==> config.mk <==
export PLATFORM = sky130hd
export DESIGN_NAME = rational_arithmetic_unit_top
export DESIGN_NICKNAME = d
export VERILOG_FILES = /design/src/rtl/rau_pkg.sv /design/src/rtl/rational_arithmetic_unit_top.sv /design/src/rtl/rau_datapath.sv
export SDC_FILE = /design/constraint.sdc
export NUM_CORES = 2
export LEC_CHECK = 0
export BUFFER_PORTS_ARGS = -buffer_cell sky130_fd_sc_hd__buf_4
export CAP_MARGIN = 30
export CORE_ASPECT_RATIO = 2
export CORE_MARGIN = 3
export CORE_UTILIZATION = 40
export CTS_CLUSTER_SIZE = 25
export DETAILED_ROUTE_END_ITERATION = 16
export PLACE_DENSITY_LB_ADDON = 0.2
export SLEW_MARGIN = 15
export SYNTH_ARGS = -nofsm -noshare
export SYNTH_HDL_FRONTEND = slang
export SYNTH_SLANG_ARGS = --single-unit
==> constraint.sdc <==
create_clock -name clk -period 12.2 [get_ports clk]
set_input_delay 0.61 -clock clk [delete_from_list [all_inputs] [get_ports clk]]
set_output_delay 0.61 -clock clk [all_outputs]
set_load 0.05 [all_outputs]
==> src/rtl/rau_pkg.sv <==
`timescale 1ns / 1ps
`default_nettype none
// ----------------------------------------------------------------------------
// rau_pkg
// Shared types and constants of the rational arithmetic unit.
// ----------------------------------------------------------------------------
package rau_pkg;

  localparam int unsigned DefWidth = 32;

  typedef enum logic [1:0] {
    CMD_ADD = 2'd0,
    CMD_SUB = 2'd1,
    CMD_MUL = 2'd2,
    CMD_DIV = 2'd3
  } cmd_t;

  typedef enum logic [1:0] {
    ST_OK   = 2'd0,
    ST_ZERO = 2'd1,
    ST_OVF  = 2'd2,
    ST_RSVD = 2'd3
  } status_t;

  // Datapath operations issued by the controller.
  typedef enum logic [3:0] {
    OP_NONE    = 4'd0,
    OP_LOAD    = 4'd1,  // split operands, set x=ad, y=bd for the LCM gcd
    OP_GSTEP   = 4'd2,  // start one x mod y division
    OP_DSTEP   = 4'd3,  // one restoring divider bit
    OP_GNEXT   = 4'd4,  // x<=y, y<=remainder
    OP_LCMDIV  = 4'd5,  // start q = ad / g
    OP_MUL1    = 4'd6,  // first product of the step
    OP_MUL2    = 4'd7,  // second product of the step
    OP_COMB    = 4'd8,  // combine terms into n, d
    OP_RGCD    = 4'd9,  // set x=n, y=d for the reduce gcd
    OP_RDIVN   = 4'd10, // start n / g
    OP_RDIVD   = 4'd11, // start d / g
    OP_FIN     = 4'd12, // range check and build the result
    OP_LCMDIV2 = 4'd13  // keep q = ad / g, start bd / g
  } dp_op_t;

  typedef struct packed {
    dp_op_t op;
    logic   mstep;     // which multiply pair: 0 first, 1 second
  } dp_cmd_t;

  typedef struct packed {
    logic bad;         // zero denominator or divide by zero
    logic is_muldiv;
    logic y_zero;
    logic div_done;
  } dp_status_t;

endpackage : rau_pkg
`default_nettype wire

==> src/rtl/rational_arithmetic_unit_top.sv <==
`timescale 1ns / 1ps
`default_nettype none
// ----------------------------------------------------------------------------
// rational_arithmetic_unit_top
// Rational add, subtract, multiply and divide with GCD reduction.
// ----------------------------------------------------------------------------
// One transaction at a time. A multiply or divide runs the reducing
// Euclidean loop; add and subtract also run, before it, the loop that finds
// the common denominator. Both loops, the two LCM quotients and the two
// final divisions share one bit-serial restoring divider. Errors (zero
// denominator, divide by zero) are offered straight after the load state
// and return 0/0 with status 1; overflow returns 0/0 with status 2.
module rational_arithmetic_unit_top
  import rau_pkg::*;
#(
  parameter int unsigned WIDTH = DefWidth
) (
  input  wire logic         clk,
  input  wire logic         rst,
  input  wire logic         s_tvalid,
  output logic              s_tready,
  input  wire logic [135:0] s_tdata,  // cmd, a_num, a_den, b_num, b_den, pad
  output logic              m_tvalid,
  input  wire logic         m_tready,
  output logic [71:0]       m_tdata   // res_num, res_den, status, pad
);

  typedef enum logic [9:0] {
    S_IDLE = 10'b0000000001,
    S_LOAD = 10'b0000000010,
    S_GCD  = 10'b0000000100,
    S_DIV  = 10'b0000001000,
    S_MUL1 = 10'b0000010000,
    S_MUL2 = 10'b0000100000,
    S_COMB = 10'b0001000000,
    S_RED  = 10'b0010000000,
    S_FIN  = 10'b0100000000,
    S_OUT  = 10'b1000000000
  } state_t;

  // Phase within the shared-divider flow.
  typedef enum logic [2:0] {
    P_LGCD, P_LQ, P_LQ2, P_RGCD, P_RN, P_RD
  } phase_t;

  state_t     state;
  phase_t     phase;
  dp_cmd_t    dcmd;
  dp_status_t dstat;
  logic [31:0] r_num;
  logic [30:0] r_den;
  logic [1:0]  r_st;
  logic        err;

  rau_datapath #(.WIDTH(WIDTH)) u_dp (
    .clk     (clk),
    .cmd_in  (dcmd),
    .op_code (s_tdata[1:0]),
    .a_num   (s_tdata[33:2]),
    .a_den   (s_tdata[65:34]),
    .b_num   (s_tdata[97:66]),
    .b_den   (s_tdata[129:98]),
    .stat    (dstat),
    .res_num (r_num),
    .res_den (r_den),
    .status  (r_st)
  );

  assign s_tready = (state == S_IDLE);
  assign m_tvalid = (state == S_OUT);
  assign m_tdata  = err ? {7'd0, ST_ZERO, 31'd0, 32'd0}
                        : {7'd0, r_st, r_den, r_num};

  always_comb begin
    dcmd.op    = OP_NONE;
    dcmd.mstep = (state == S_MUL2);
    unique case (state)
      S_IDLE: if (s_tvalid) dcmd.op = OP_LOAD;
      S_GCD:  dcmd.op = dstat.y_zero ? (phase == P_LGCD ? OP_LCMDIV : OP_RDIVN)
                                     : OP_GSTEP;
      S_DIV: begin
        if (!dstat.div_done) begin
          dcmd.op = OP_DSTEP;
        end else if (phase == P_LGCD || phase == P_RGCD) begin
          dcmd.op = OP_GNEXT;
        end else if (phase == P_LQ) begin
          dcmd.op = OP_LCMDIV2;
        end else if (phase == P_RN) begin
          dcmd.op = OP_RDIVD;
        end
      end
      S_MUL1: dcmd.op = OP_MUL1;
      S_MUL2: dcmd.op = OP_MUL2;
      S_COMB: dcmd.op = OP_COMB;
      S_RED:  dcmd.op = OP_RGCD;
      S_FIN:  dcmd.op = OP_FIN;
      default: dcmd.op = OP_NONE;
    endcase
  end

  always_ff @(posedge clk) begin
    if (rst) begin
      state <= S_IDLE;
      phase <= P_LGCD;
      err   <= 1'b0;
    end else begin
      unique case (state)
        S_IDLE: if (s_tvalid) begin
          state <= S_LOAD;
          phase <= P_LGCD;
          err   <= 1'b0;
        end
        S_LOAD: begin
          if (dstat.bad) begin
            err <= 1'b1; state <= S_OUT;
          end else if (dstat.is_muldiv) state <= S_MUL1;
          else state <= S_GCD;
        end
        S_GCD: begin
          if (dstat.y_zero) begin
            phase <= (phase == P_LGCD) ? P_LQ : P_RN;
          end
          state <= S_DIV;
        end
        S_DIV: if (dstat.div_done) begin
          priority case (phase)
            P_LGCD, P_RGCD: state <= S_GCD;
            P_LQ:           phase <= P_LQ2;
            P_LQ2:          state <= S_MUL1;
            P_RN:           phase <= P_RD;
            default:        state <= S_FIN;
          endcase
        end
        S_MUL1: state <= S_MUL2;
        S_MUL2: state <= S_COMB;
        S_COMB: state <= S_RED;
        S_RED: begin
          phase <= P_RGCD;
          state <= S_GCD;
        end
        S_FIN: state <= S_OUT;
        S_OUT: if (m_tready) state <= S_IDLE;
        default: state <= S_IDLE;
      endcase
    end
  end

endmodule : rational_arithmetic_unit_top
`default_nettype wire

==> src/rtl/rau_datapath.sv <==
`timescale 1ns / 1ps
`default_nettype none
// ----------------------------------------------------------------------------
// rau_datapath
// Operand registers, a shared restoring divider, a multiplier and the
// result formatting of the rational arithmetic unit.
// ----------------------------------------------------------------------------
module rau_datapath
  import rau_pkg::*;
#(
  parameter int unsigned WIDTH = DefWidth
) (
  input  wire logic        clk,
  input  wire dp_cmd_t     cmd_in,
  input  wire logic [1:0]  op_code,
  input  wire logic [31:0] a_num,
  input  wire logic [31:0] a_den,
  input  wire logic [31:0] b_num,
  input  wire logic [31:0] b_den,
  output dp_status_t       stat,
  output logic [31:0]      res_num,
  output logic [30:0]      res_den,
  output logic [1:0]       status
);

  localparam int unsigned DW = 2 * WIDTH;
  localparam int unsigned CW = $clog2(DW + 1);

  logic [WIDTH-1:0] an, ad, bn, bd, q;
  logic             sa, sb;
  logic [1:0]       opc;
  logic [DW-1:0]    x, y, n, d, t1, t2;
  logic             neg;
  // Restoring divider.
  logic [DW-1:0]    dv_num, dv_den, dv_quo, dv_rem;
  logic [CW-1:0]    dv_cnt;

  function automatic logic [WIDTH-1:0] mag(input logic [31:0] v);
    logic [WIDTH-1:0] w;
    w = v[WIDTH-1:0];
    return w[WIDTH-1] ? (~w + 1'b1) : w;
  endfunction

  logic [DW-1:0] rem_sh;
  logic          ge;
  assign rem_sh = {dv_rem[DW-2:0], dv_num[DW-1]};
  assign ge     = (dv_rem[DW-1] == 1'b1) || (rem_sh >= dv_den);

  // Single multiplier, shared by all product steps.
  logic [WIDTH-1:0] m_a, m_b;
  logic [DW-1:0]    m_p;
  assign m_p = DW'(m_a) * DW'(m_b);

  logic          s2;
  assign s2 = (opc == CMD_SUB) ? ~sb : sb;

  always_comb begin
    m_a = '0;
    m_b = '0;
    if (opc == CMD_MUL) begin
      m_a = cmd_in.mstep ? ad : an;
      m_b = cmd_in.mstep ? bd : bn;
    end else if (opc == CMD_DIV) begin
      m_a = cmd_in.mstep ? ad : an;
      m_b = cmd_in.mstep ? bn : bd;
    end else if (cmd_in.op == OP_COMB) begin
      // lcm = (ad/g)*bd.
      m_a = q;
      m_b = bd;
    end else begin
      // t1 = (bd/g)*an with bd/g still in the divider; t2 = (ad/g)*bn.
      m_a = cmd_in.mstep ? q : dv_quo[WIDTH-1:0];
      m_b = cmd_in.mstep ? bn : an;
    end
  end

  logic [DW-1:0] half;
  assign half = DW'(1) << (WIDTH - 1);

  always_ff @(posedge clk) begin
    unique case (cmd_in.op)
      OP_LOAD: begin
        an  <= mag(a_num);
        ad  <= mag(a_den);
        bn  <= mag(b_num);
        bd  <= mag(b_den);
        sa  <= a_num[WIDTH-1] ^ a_den[WIDTH-1];
        sb  <= b_num[WIDTH-1] ^ b_den[WIDTH-1];
        opc <= op_code;
        x   <= DW'(mag(a_den));
        y   <= DW'(mag(b_den));
      end
      OP_GSTEP: begin
        dv_num <= x;
        dv_den <= y;
        dv_rem <= '0;
        dv_cnt <= CW'(DW);
      end
      OP_LCMDIV: begin
        dv_num <= DW'(ad);
        dv_den <= x;
        dv_rem <= '0;
        dv_cnt <= CW'(DW);
      end
      OP_LCMDIV2: begin
        q      <= dv_quo[WIDTH-1:0];
        dv_num <= DW'(bd);
        dv_den <= x;
        dv_rem <= '0;
        dv_cnt <= CW'(DW);
      end
      OP_RDIVN: begin
        dv_num <= n;
        dv_den <= x;
        dv_rem <= '0;
        dv_cnt <= CW'(DW);
      end
      OP_RDIVD: begin
        n      <= dv_quo;
        dv_num <= d;
        dv_den <= x;
        dv_rem <= '0;
        dv_cnt <= CW'(DW);
      end
      OP_DSTEP: begin
        dv_num <= {dv_num[DW-2:0], 1'b0};
        dv_rem <= ge ? (rem_sh - dv_den) : rem_sh;
        dv_quo <= {dv_quo[DW-2:0], ge};
        dv_cnt <= dv_cnt - 1'b1;
      end
      OP_GNEXT: begin
        x <= y;
        y <= dv_rem;
      end
      OP_MUL1: begin
        t1 <= m_p;
      end
      OP_MUL2: begin
        t2 <= m_p;
      end
      OP_COMB: begin
        if (opc == CMD_MUL || opc == CMD_DIV) begin
          n   <= t1;
          d   <= t2;
          neg <= sa ^ sb;
        end else begin
          d <= m_p;
          if (sa == s2) begin
            n <= t1 + t2; neg <= sa;
          end else if (t1 >= t2) begin
            n <= t1 - t2; neg <= sa;
          end else begin
            n <= t2 - t1; neg <= s2;
          end
        end
      end
      OP_RGCD: begin
        x <= n;
        y <= d;
      end
      OP_FIN: begin
        if (dv_quo > half - 1'b1 || (neg ? (n > half) : (n > half - 1'b1))) begin
          res_num <= '0;
          res_den <= '0;
          status  <= ST_OVF;
        end else begin
          res_num <= 32'(signed'(neg ? (DW'(0) - n) : n));
          res_den <= 31'(dv_quo);
          status  <= ST_OK;
        end
      end
      default: begin
      end
    endcase
  end

  assign stat.bad = (ad == '0) || (bd == '0) || (opc == CMD_DIV && bn == '0);
  assign stat.is_muldiv = (opc == CMD_MUL) || (opc == CMD_DIV);
  assign stat.y_zero = (y == '0);
  assign stat.div_done = (dv_cnt == '0);

endmodule : rau_datapath
`default_nettype wire
# Word-level counts from Yosys, hierarchy flattened
# Index checks and enable logic that the tools add are counted.
dict set report op_classes {
  addsub 10
  mul 1
  div_mod_pow 0
  order_cmp 5
  n_eq_ne 38
  n_shift 0
  muxes 59
  n_bitwise 8
  reduce_logical 27
}
# op n
set op_table {}
lappend op_table {{32-bit two-way mux} 14}
lappend op_table {{64-bit case mux with 2 select lines} 3}
lappend op_table {{64-bit case mux with 3 select lines} 2}
lappend op_table {{64-bit case mux with 6 select lines} 1}
lappend op_table {{64-bit two-way mux} 5}
lappend op_table {{64-bit subtractor} 3}
lappend op_table {{32-bit by 1-bit adder with 32-bit output, second input constant} 4}
lappend op_table {{64-bit greater-or-equal comparator} 2}
lappend op_table {{64-bit by 31-bit greater-than comparator with 1-bit output, second input constant} 2}
lappend op_table {{32-bit NOT} 4}
lappend op_table {{10-bit case mux with 10 select lines} 1}
lappend op_table {{32-bit zero test} 3}
lappend op_table {{65-bit two-way mux} 1}
lappend op_table {{64-bit adder} 1}
lappend op_table {{64-bit by 32-bit greater-than comparator with 1-bit output, second input constant} 1}
lappend op_table {{64-bit zero test} 1}
lappend op_table {{32-bit by 32-bit multiplier with 64-bit output} 1}
lappend op_table {{31-bit two-way mux} 2}
lappend op_table {{10-bit two-way mux} 4}
lappend op_table {{4-bit case mux with 8 select lines} 1}
lappend op_table {{1-bit by 32-bit subtractor with 32-bit output, first input constant} 1}
lappend op_table {{10-bit case mux with 3 select lines} 1}
lappend op_table {{4-bit == test, second input constant} 6}
lappend op_table {{4-bit two-way mux} 6}
lappend op_table {{other kinds (47)} 78}
dict set report word_totals {
  register_bits 891
  latch_bits 0
  ram_bits 0
  rom_bits 0
  input_bits 140
  out_inout_bits 74
  wordCells 176
  mem_count 0
}

# Longest topological paths before layout
dict set report logic_depth {
  word_depth 12
  mapped_depth 41
  mapped_depth_nobuf 36
}

# Cells and area by module
# A second synthesis with hierarchy kept.
dict set report hier_totals {
  hier_cells 9188
  hier_area_um2 88183.3
}
# mod n_inst cells_each area_per_inst_um2 seq_area_each_um2
set modules_own_cells {}
lappend modules_own_cells {rau_datapath 1 8966 86608.1 26305.2}
lappend modules_own_cells {rational_arithmetic_unit_top 1 222 1575.3 280.3}

# Worst setup path after synthesis
# No wires, ideal clock.
dict set report synth_path {
  kind {reg-to-reg}
  from {reg state[3]}
  to {reg u_dp.x[0], enable pin}
  setup_time_ps 1122
  t_arrival_ps 10774
  t_required_ps 11078
  slack_ps 304
  stages_incl_launch_ff 11
  path_buffers 2
  period_less_slack_ps 11896
  cell_sequence {dfxtp_1 -> nor2_1 -> nand3_1 -> nor4_1 -> or2_2 -> a2111oi_0 -> and3_1 -> clkbuf_1 -> nor2_1 -> buf_2 -> nand2_1}
}
dict set report synth_via {
  elab_chain_cells 4
  word_cells_on_any_way 13
  classes_between {11 x eq/ne; 1 x mux; 1 x reduce/logical}
}
# element line
set synth_lines {}
lappend synth_lines {{from (decl)} rational_arithmetic_unit_top.sv:46} ;# state_t state;
lappend synth_lines {{from (signal assigned)} rational_arithmetic_unit_top.sv:103} ;# state <= S_IDLE;
lappend synth_lines {{from (signal assigned)} rational_arithmetic_unit_top.sv:109} ;# state <= S_LOAD;
lappend synth_lines {{from (signal assigned)} rational_arithmetic_unit_top.sv:115} ;# err <= 1'b1; state <= S_OUT;
lappend synth_lines {{10-bit by 9-bit == test with 1-bit output (tied with other cells)} rational_arithmetic_unit_top.sv:77} ;# unique case (state)
lappend synth_lines {{4-bit case mux with 8 select lines *} rational_arithmetic_unit_top.sv:77}
lappend synth_lines {{4-bit by 1-bit == test with 1-bit output (tied with other cells)} rau_datapath.sv:81} ;# unique case (cmd_in.op)
lappend synth_lines {{3-bit nonzero test (no source line) *} n/a}
lappend synth_lines {{to (signal assigned)} rau_datapath.sv:90} ;# x <= DW'(mag(a_den));
lappend synth_lines {{to (signal assigned)} rau_datapath.sv:132} ;# x <= y;
lappend synth_lines {{to (signal assigned)} rau_datapath.sv:158} ;# x <= n;
lappend synth_lines {{to (decl)} rau_datapath.sv:32} ;# logic [DW-1:0] x, y, n, d, t1, t2;
# Mark *: on every way between the ends. The rest lies on a longest branch, timed or not.
# A chain may end at the register's enable or synchronous reset.

# Final worst setup path
dict set report layout_path {
  from {reg state[0]}
  to {reg u_dp.d[40], data pin}
}
dict set report layout_via {
  elab_chain_cells 8
  word_cells_on_any_way 23
  classes_between {1 x mul; 9 x eq/ne; 13 x mux}
}
# element line
set layout_lines {}
lappend layout_lines {{10-bit by 9-bit == test with 1-bit output (tied with other cells)} rational_arithmetic_unit_top.sv:77}
lappend layout_lines {{4-bit case mux with 8 select lines} rational_arithmetic_unit_top.sv:77}
lappend layout_lines {{4-bit == test} rau_datapath.sv:66} ;# end else if (cmd_in.op == OP_COMB) begin
lappend layout_lines {{32-bit two-way mux} rau_datapath.sv:66}
lappend layout_lines {{32-bit two-way mux} rau_datapath.sv:63} ;# end else if (opc == CMD_DIV) begin
lappend layout_lines {{32-bit two-way mux} rau_datapath.sv:60} ;# if (opc == CMD_MUL) begin
lappend layout_lines {{32-bit by 32-bit multiplier with 64-bit output *} rau_datapath.sv:52} ;# assign m_p = DW'(m_a) * DW'(m_b);
lappend layout_lines {{net u_dp.m_p[40]} rau_datapath.sv:51} ;# logic [DW-1:0] m_p;
lappend layout_lines {{64-bit two-way mux *} rau_datapath.sv:142} ;# if (opc == CMD_MUL || opc == CMD_DIV) begin
lappend layout_lines {{to (signal assigned)} rau_datapath.sv:144} ;# d <= t2;
lappend layout_lines {{to (signal assigned)} rau_datapath.sv:147} ;# d <= m_p;
lappend layout_lines {{to (decl)} rau_datapath.sv:32}
# Mark *: on every way through the listed nets, which the timed path passes. The rest lies on a longest branch.

==> results.json <==
{
  "status": "finished clean",
  "gp_congestion": 1.08,
  "cts_buffers": 88,
  "syn_area_um2": 88000,
  "tightest_slew_ns": 1.14,
  "period_minus_slack_ns": 12.01,
  "period_share_pct": 98.4,
  "postLayoutCoreUtil_pct": 44.8,
  "postCtsSetupBuffers": 0,
  "synth_top_flop_cell": "edfxtp_1",
  "yosys.area.top_type": "edfxtp_1",
  "nets": 10914,
  "place_area_um2": 94200,
  "cts_tree": "done",
  "clock-sinks": 890,
  "gr-total-overflow": 0,
  "clkLatencyLatePin_ns": 0.78,
  "clock_skew_ns": 0.0725,
  "vias": 74878,
  "synth-edff-count": 876,
  "drc": 0,
  "ant_nets": 0,
  "root_buffer": "clkbuf_16",
  "fp.coreArea_um2": 218000,
  "worst-r2r-setup-slack_ns": 0.19,
  "pin_count": 214,
  "stdcell_area_um2": 97700,
  "routedWlPerCell_um": 34.0,
  "synth_warnings": 0,
  "drv_cap": 0,
  "max_freq_ghz": 0.0833,
  "ys_top_cells_by_count": "inv_1, nand2_1, nor2_1",
  "start_util_pct": 40.3,
  "yosysSeqAreaShare_pct": 30.2,
  "area_growth_pct": 11.0,
  "die_y_um": 669,
  "cts.hold.buffers_added": 0,
  "num_rows": 242,
  "clk_pin_slew_ns": 0.07,
  "path_class": "register to register",
  "grt_pass1_wl_um": 574000,
  "yosysMostFrequentCell": "inv_1",
  "end_kind": "register",
  "reg2regPathDepth": 36,
  "grt_max_degree": 90,
  "rsz0062_at_grt": "false",
  "first_pass_iters": 6,
  "ys_top_cells_by_area": "edfxtp_1, fa_1, ha_1",
  "grt_pass1_vias": 77819,
  "worstPathRequired_ns": 12.70,
  "synthCells": 9213,
  "ys_ff_latch": 890,
  "hold_path.class": "primary input to register",
  "antenna_found_initial": 31,
  "grtUsageTotal_pct": 36.5,
  "fin_ws_ns": 0.190,
  "setup_viol": 0,
  "cpMostUsedCell": "fa_1",
  "avgSynthCellArea_um2": 9.55,
  "port_buffers": 200,
  "die-area_um2": 226000,
  "htree_levels": 3,
  "max_slew_margin_pct": 23.3,
  "synth_top_area_share_pct": 29.9,
  "yosys.cell_types.count": 98,
  "layout-drive-gt1-share_pct": 10.3,
  "pre_cts_slack_ns": 0.296,
  "worstPathMaxFanout": 35,
  "ctsResizeCount": 0,
  "routed_wl_um": 417000,
  "drv_slew": 0,
  "cts_buffer_depth": 3,
  "async_reset_ff_share_pct": 0,
  "critPathLaunchType": "register",
  "max_stage_delay_ns": 0.85,
  "drtIter0Drc": 6951,
  "die_x_um": 338,
  "hold_depth": 1,
  "hold_violations": 0,
  "cp_data_arrival_time_ns": 12.51,
  "vias_per_cell": 6.11,
  "setup_tns_ns": 0,
  "crit_slowest_cell": "or4b_2",
  "hpwl_um": 339000
}
## cells by family after synthesis
family / count (synthesis) / synth area share (%)
compound gates: 1804 / 13.4
xor+xnor: 340 / 3.39
fa+ha+maj: 1423 / 27.9
buf+inv: 1677 / 7.26
flops: 890 / 30.2
mux: 326 / 3.93
other cells: 1 / 0.00426
simple gates: 2752 / 13.8
## registers in the layout (all words and copies together), names as in the netlist, 64 cells and up
name         cells
u_dp.d          64
u_dp.dv_den     64
u_dp.dv_num     64
u_dp.dv_quo     64
u_dp.dv_rem     64
u_dp.n          64
u_dp.t1         64
u_dp.t2         64
u_dp.x          64
u_dp.y          64
## layer usage
| layer | global-route usage [%] | part of all wire (%) |
|---|---|---|
| met4 | 39.9 | 14 |
| met2 | 63.7 | 50 |
| met5 | 0.0217 | 0.031 |
| met1 | 34.2 | 30 |
| met3 | 6.31 | 6.6 |
## critical path: cells and delay by family (launching register included)
| kind | cells | cell delay [ns] |
|---|---|---|
| buffers and inverters | 9 | 1.60 |
| flip-flops | 1 | 0.32 |
| AND/OR/NAND/NOR | 8 | 1.90 |
| multiplexers | 3 | 1.51 |
| AO/OA/AOI/OAI | 6 | 1.65 |
| XOR/XNOR | 1 | 0.40 |
| adder cells (fa/ha/maj) | 9 | 4.23 |
## cell usage in the layout (no fill, tap or decap), drive strengths merged, types with 116 or more instances in the layout
| master | n |
|---|---|
| a21oi | 528 |
| xnor2 | 252 |
| ha | 523 |
| inv | 1181 |
| buf | 536 |
| nand2 | 1011 |
| edfxtp | 876 |
| nor2 | 1003 |
| mux2 | 156 |
| fa | 900 |
| mux2i | 170 |
| a21o | 116 |
| o21ai | 334 |
## stage by stage
| step | hold slack (ns) | instances |
|---|---|---|
| after global routing | 0.0207 | 12241 |
| after global placement | 0.462 | 12043 |
| after detailed placement | 0.460 | 12056 |
| after CTS | 0.0265 | 12221 |
| final | 0.0333 | 12253 |
| after floorplan | 0.445 | 9219 |
## worst paths after layout
path                   start               to
min reg2reg  u_dp.dv_quo[36]  u_dp.dv_quo[37]
min               s_tdata[0]      u_dp.opc[0]
max                 state[0]       u_dp.d[40]
max reg2reg         state[0]       u_dp.d[40]
## final cells by class
cell class,count,area (um2)
Clock inverter,74,1030
Timing Repair Buffer,540,4440
Clock buffer,91,2210
Inverter,1179,4440
Tap cell,2806,3510
Sequential cell,890,26600
Multi-Input combinational cell,6652,55400
Fill cell,21294,120000
Antenna cell,21,52.6
Power is not shown: default switching activity piles up to over one toggle a cycle in this logic, so the estimate is an artifact.
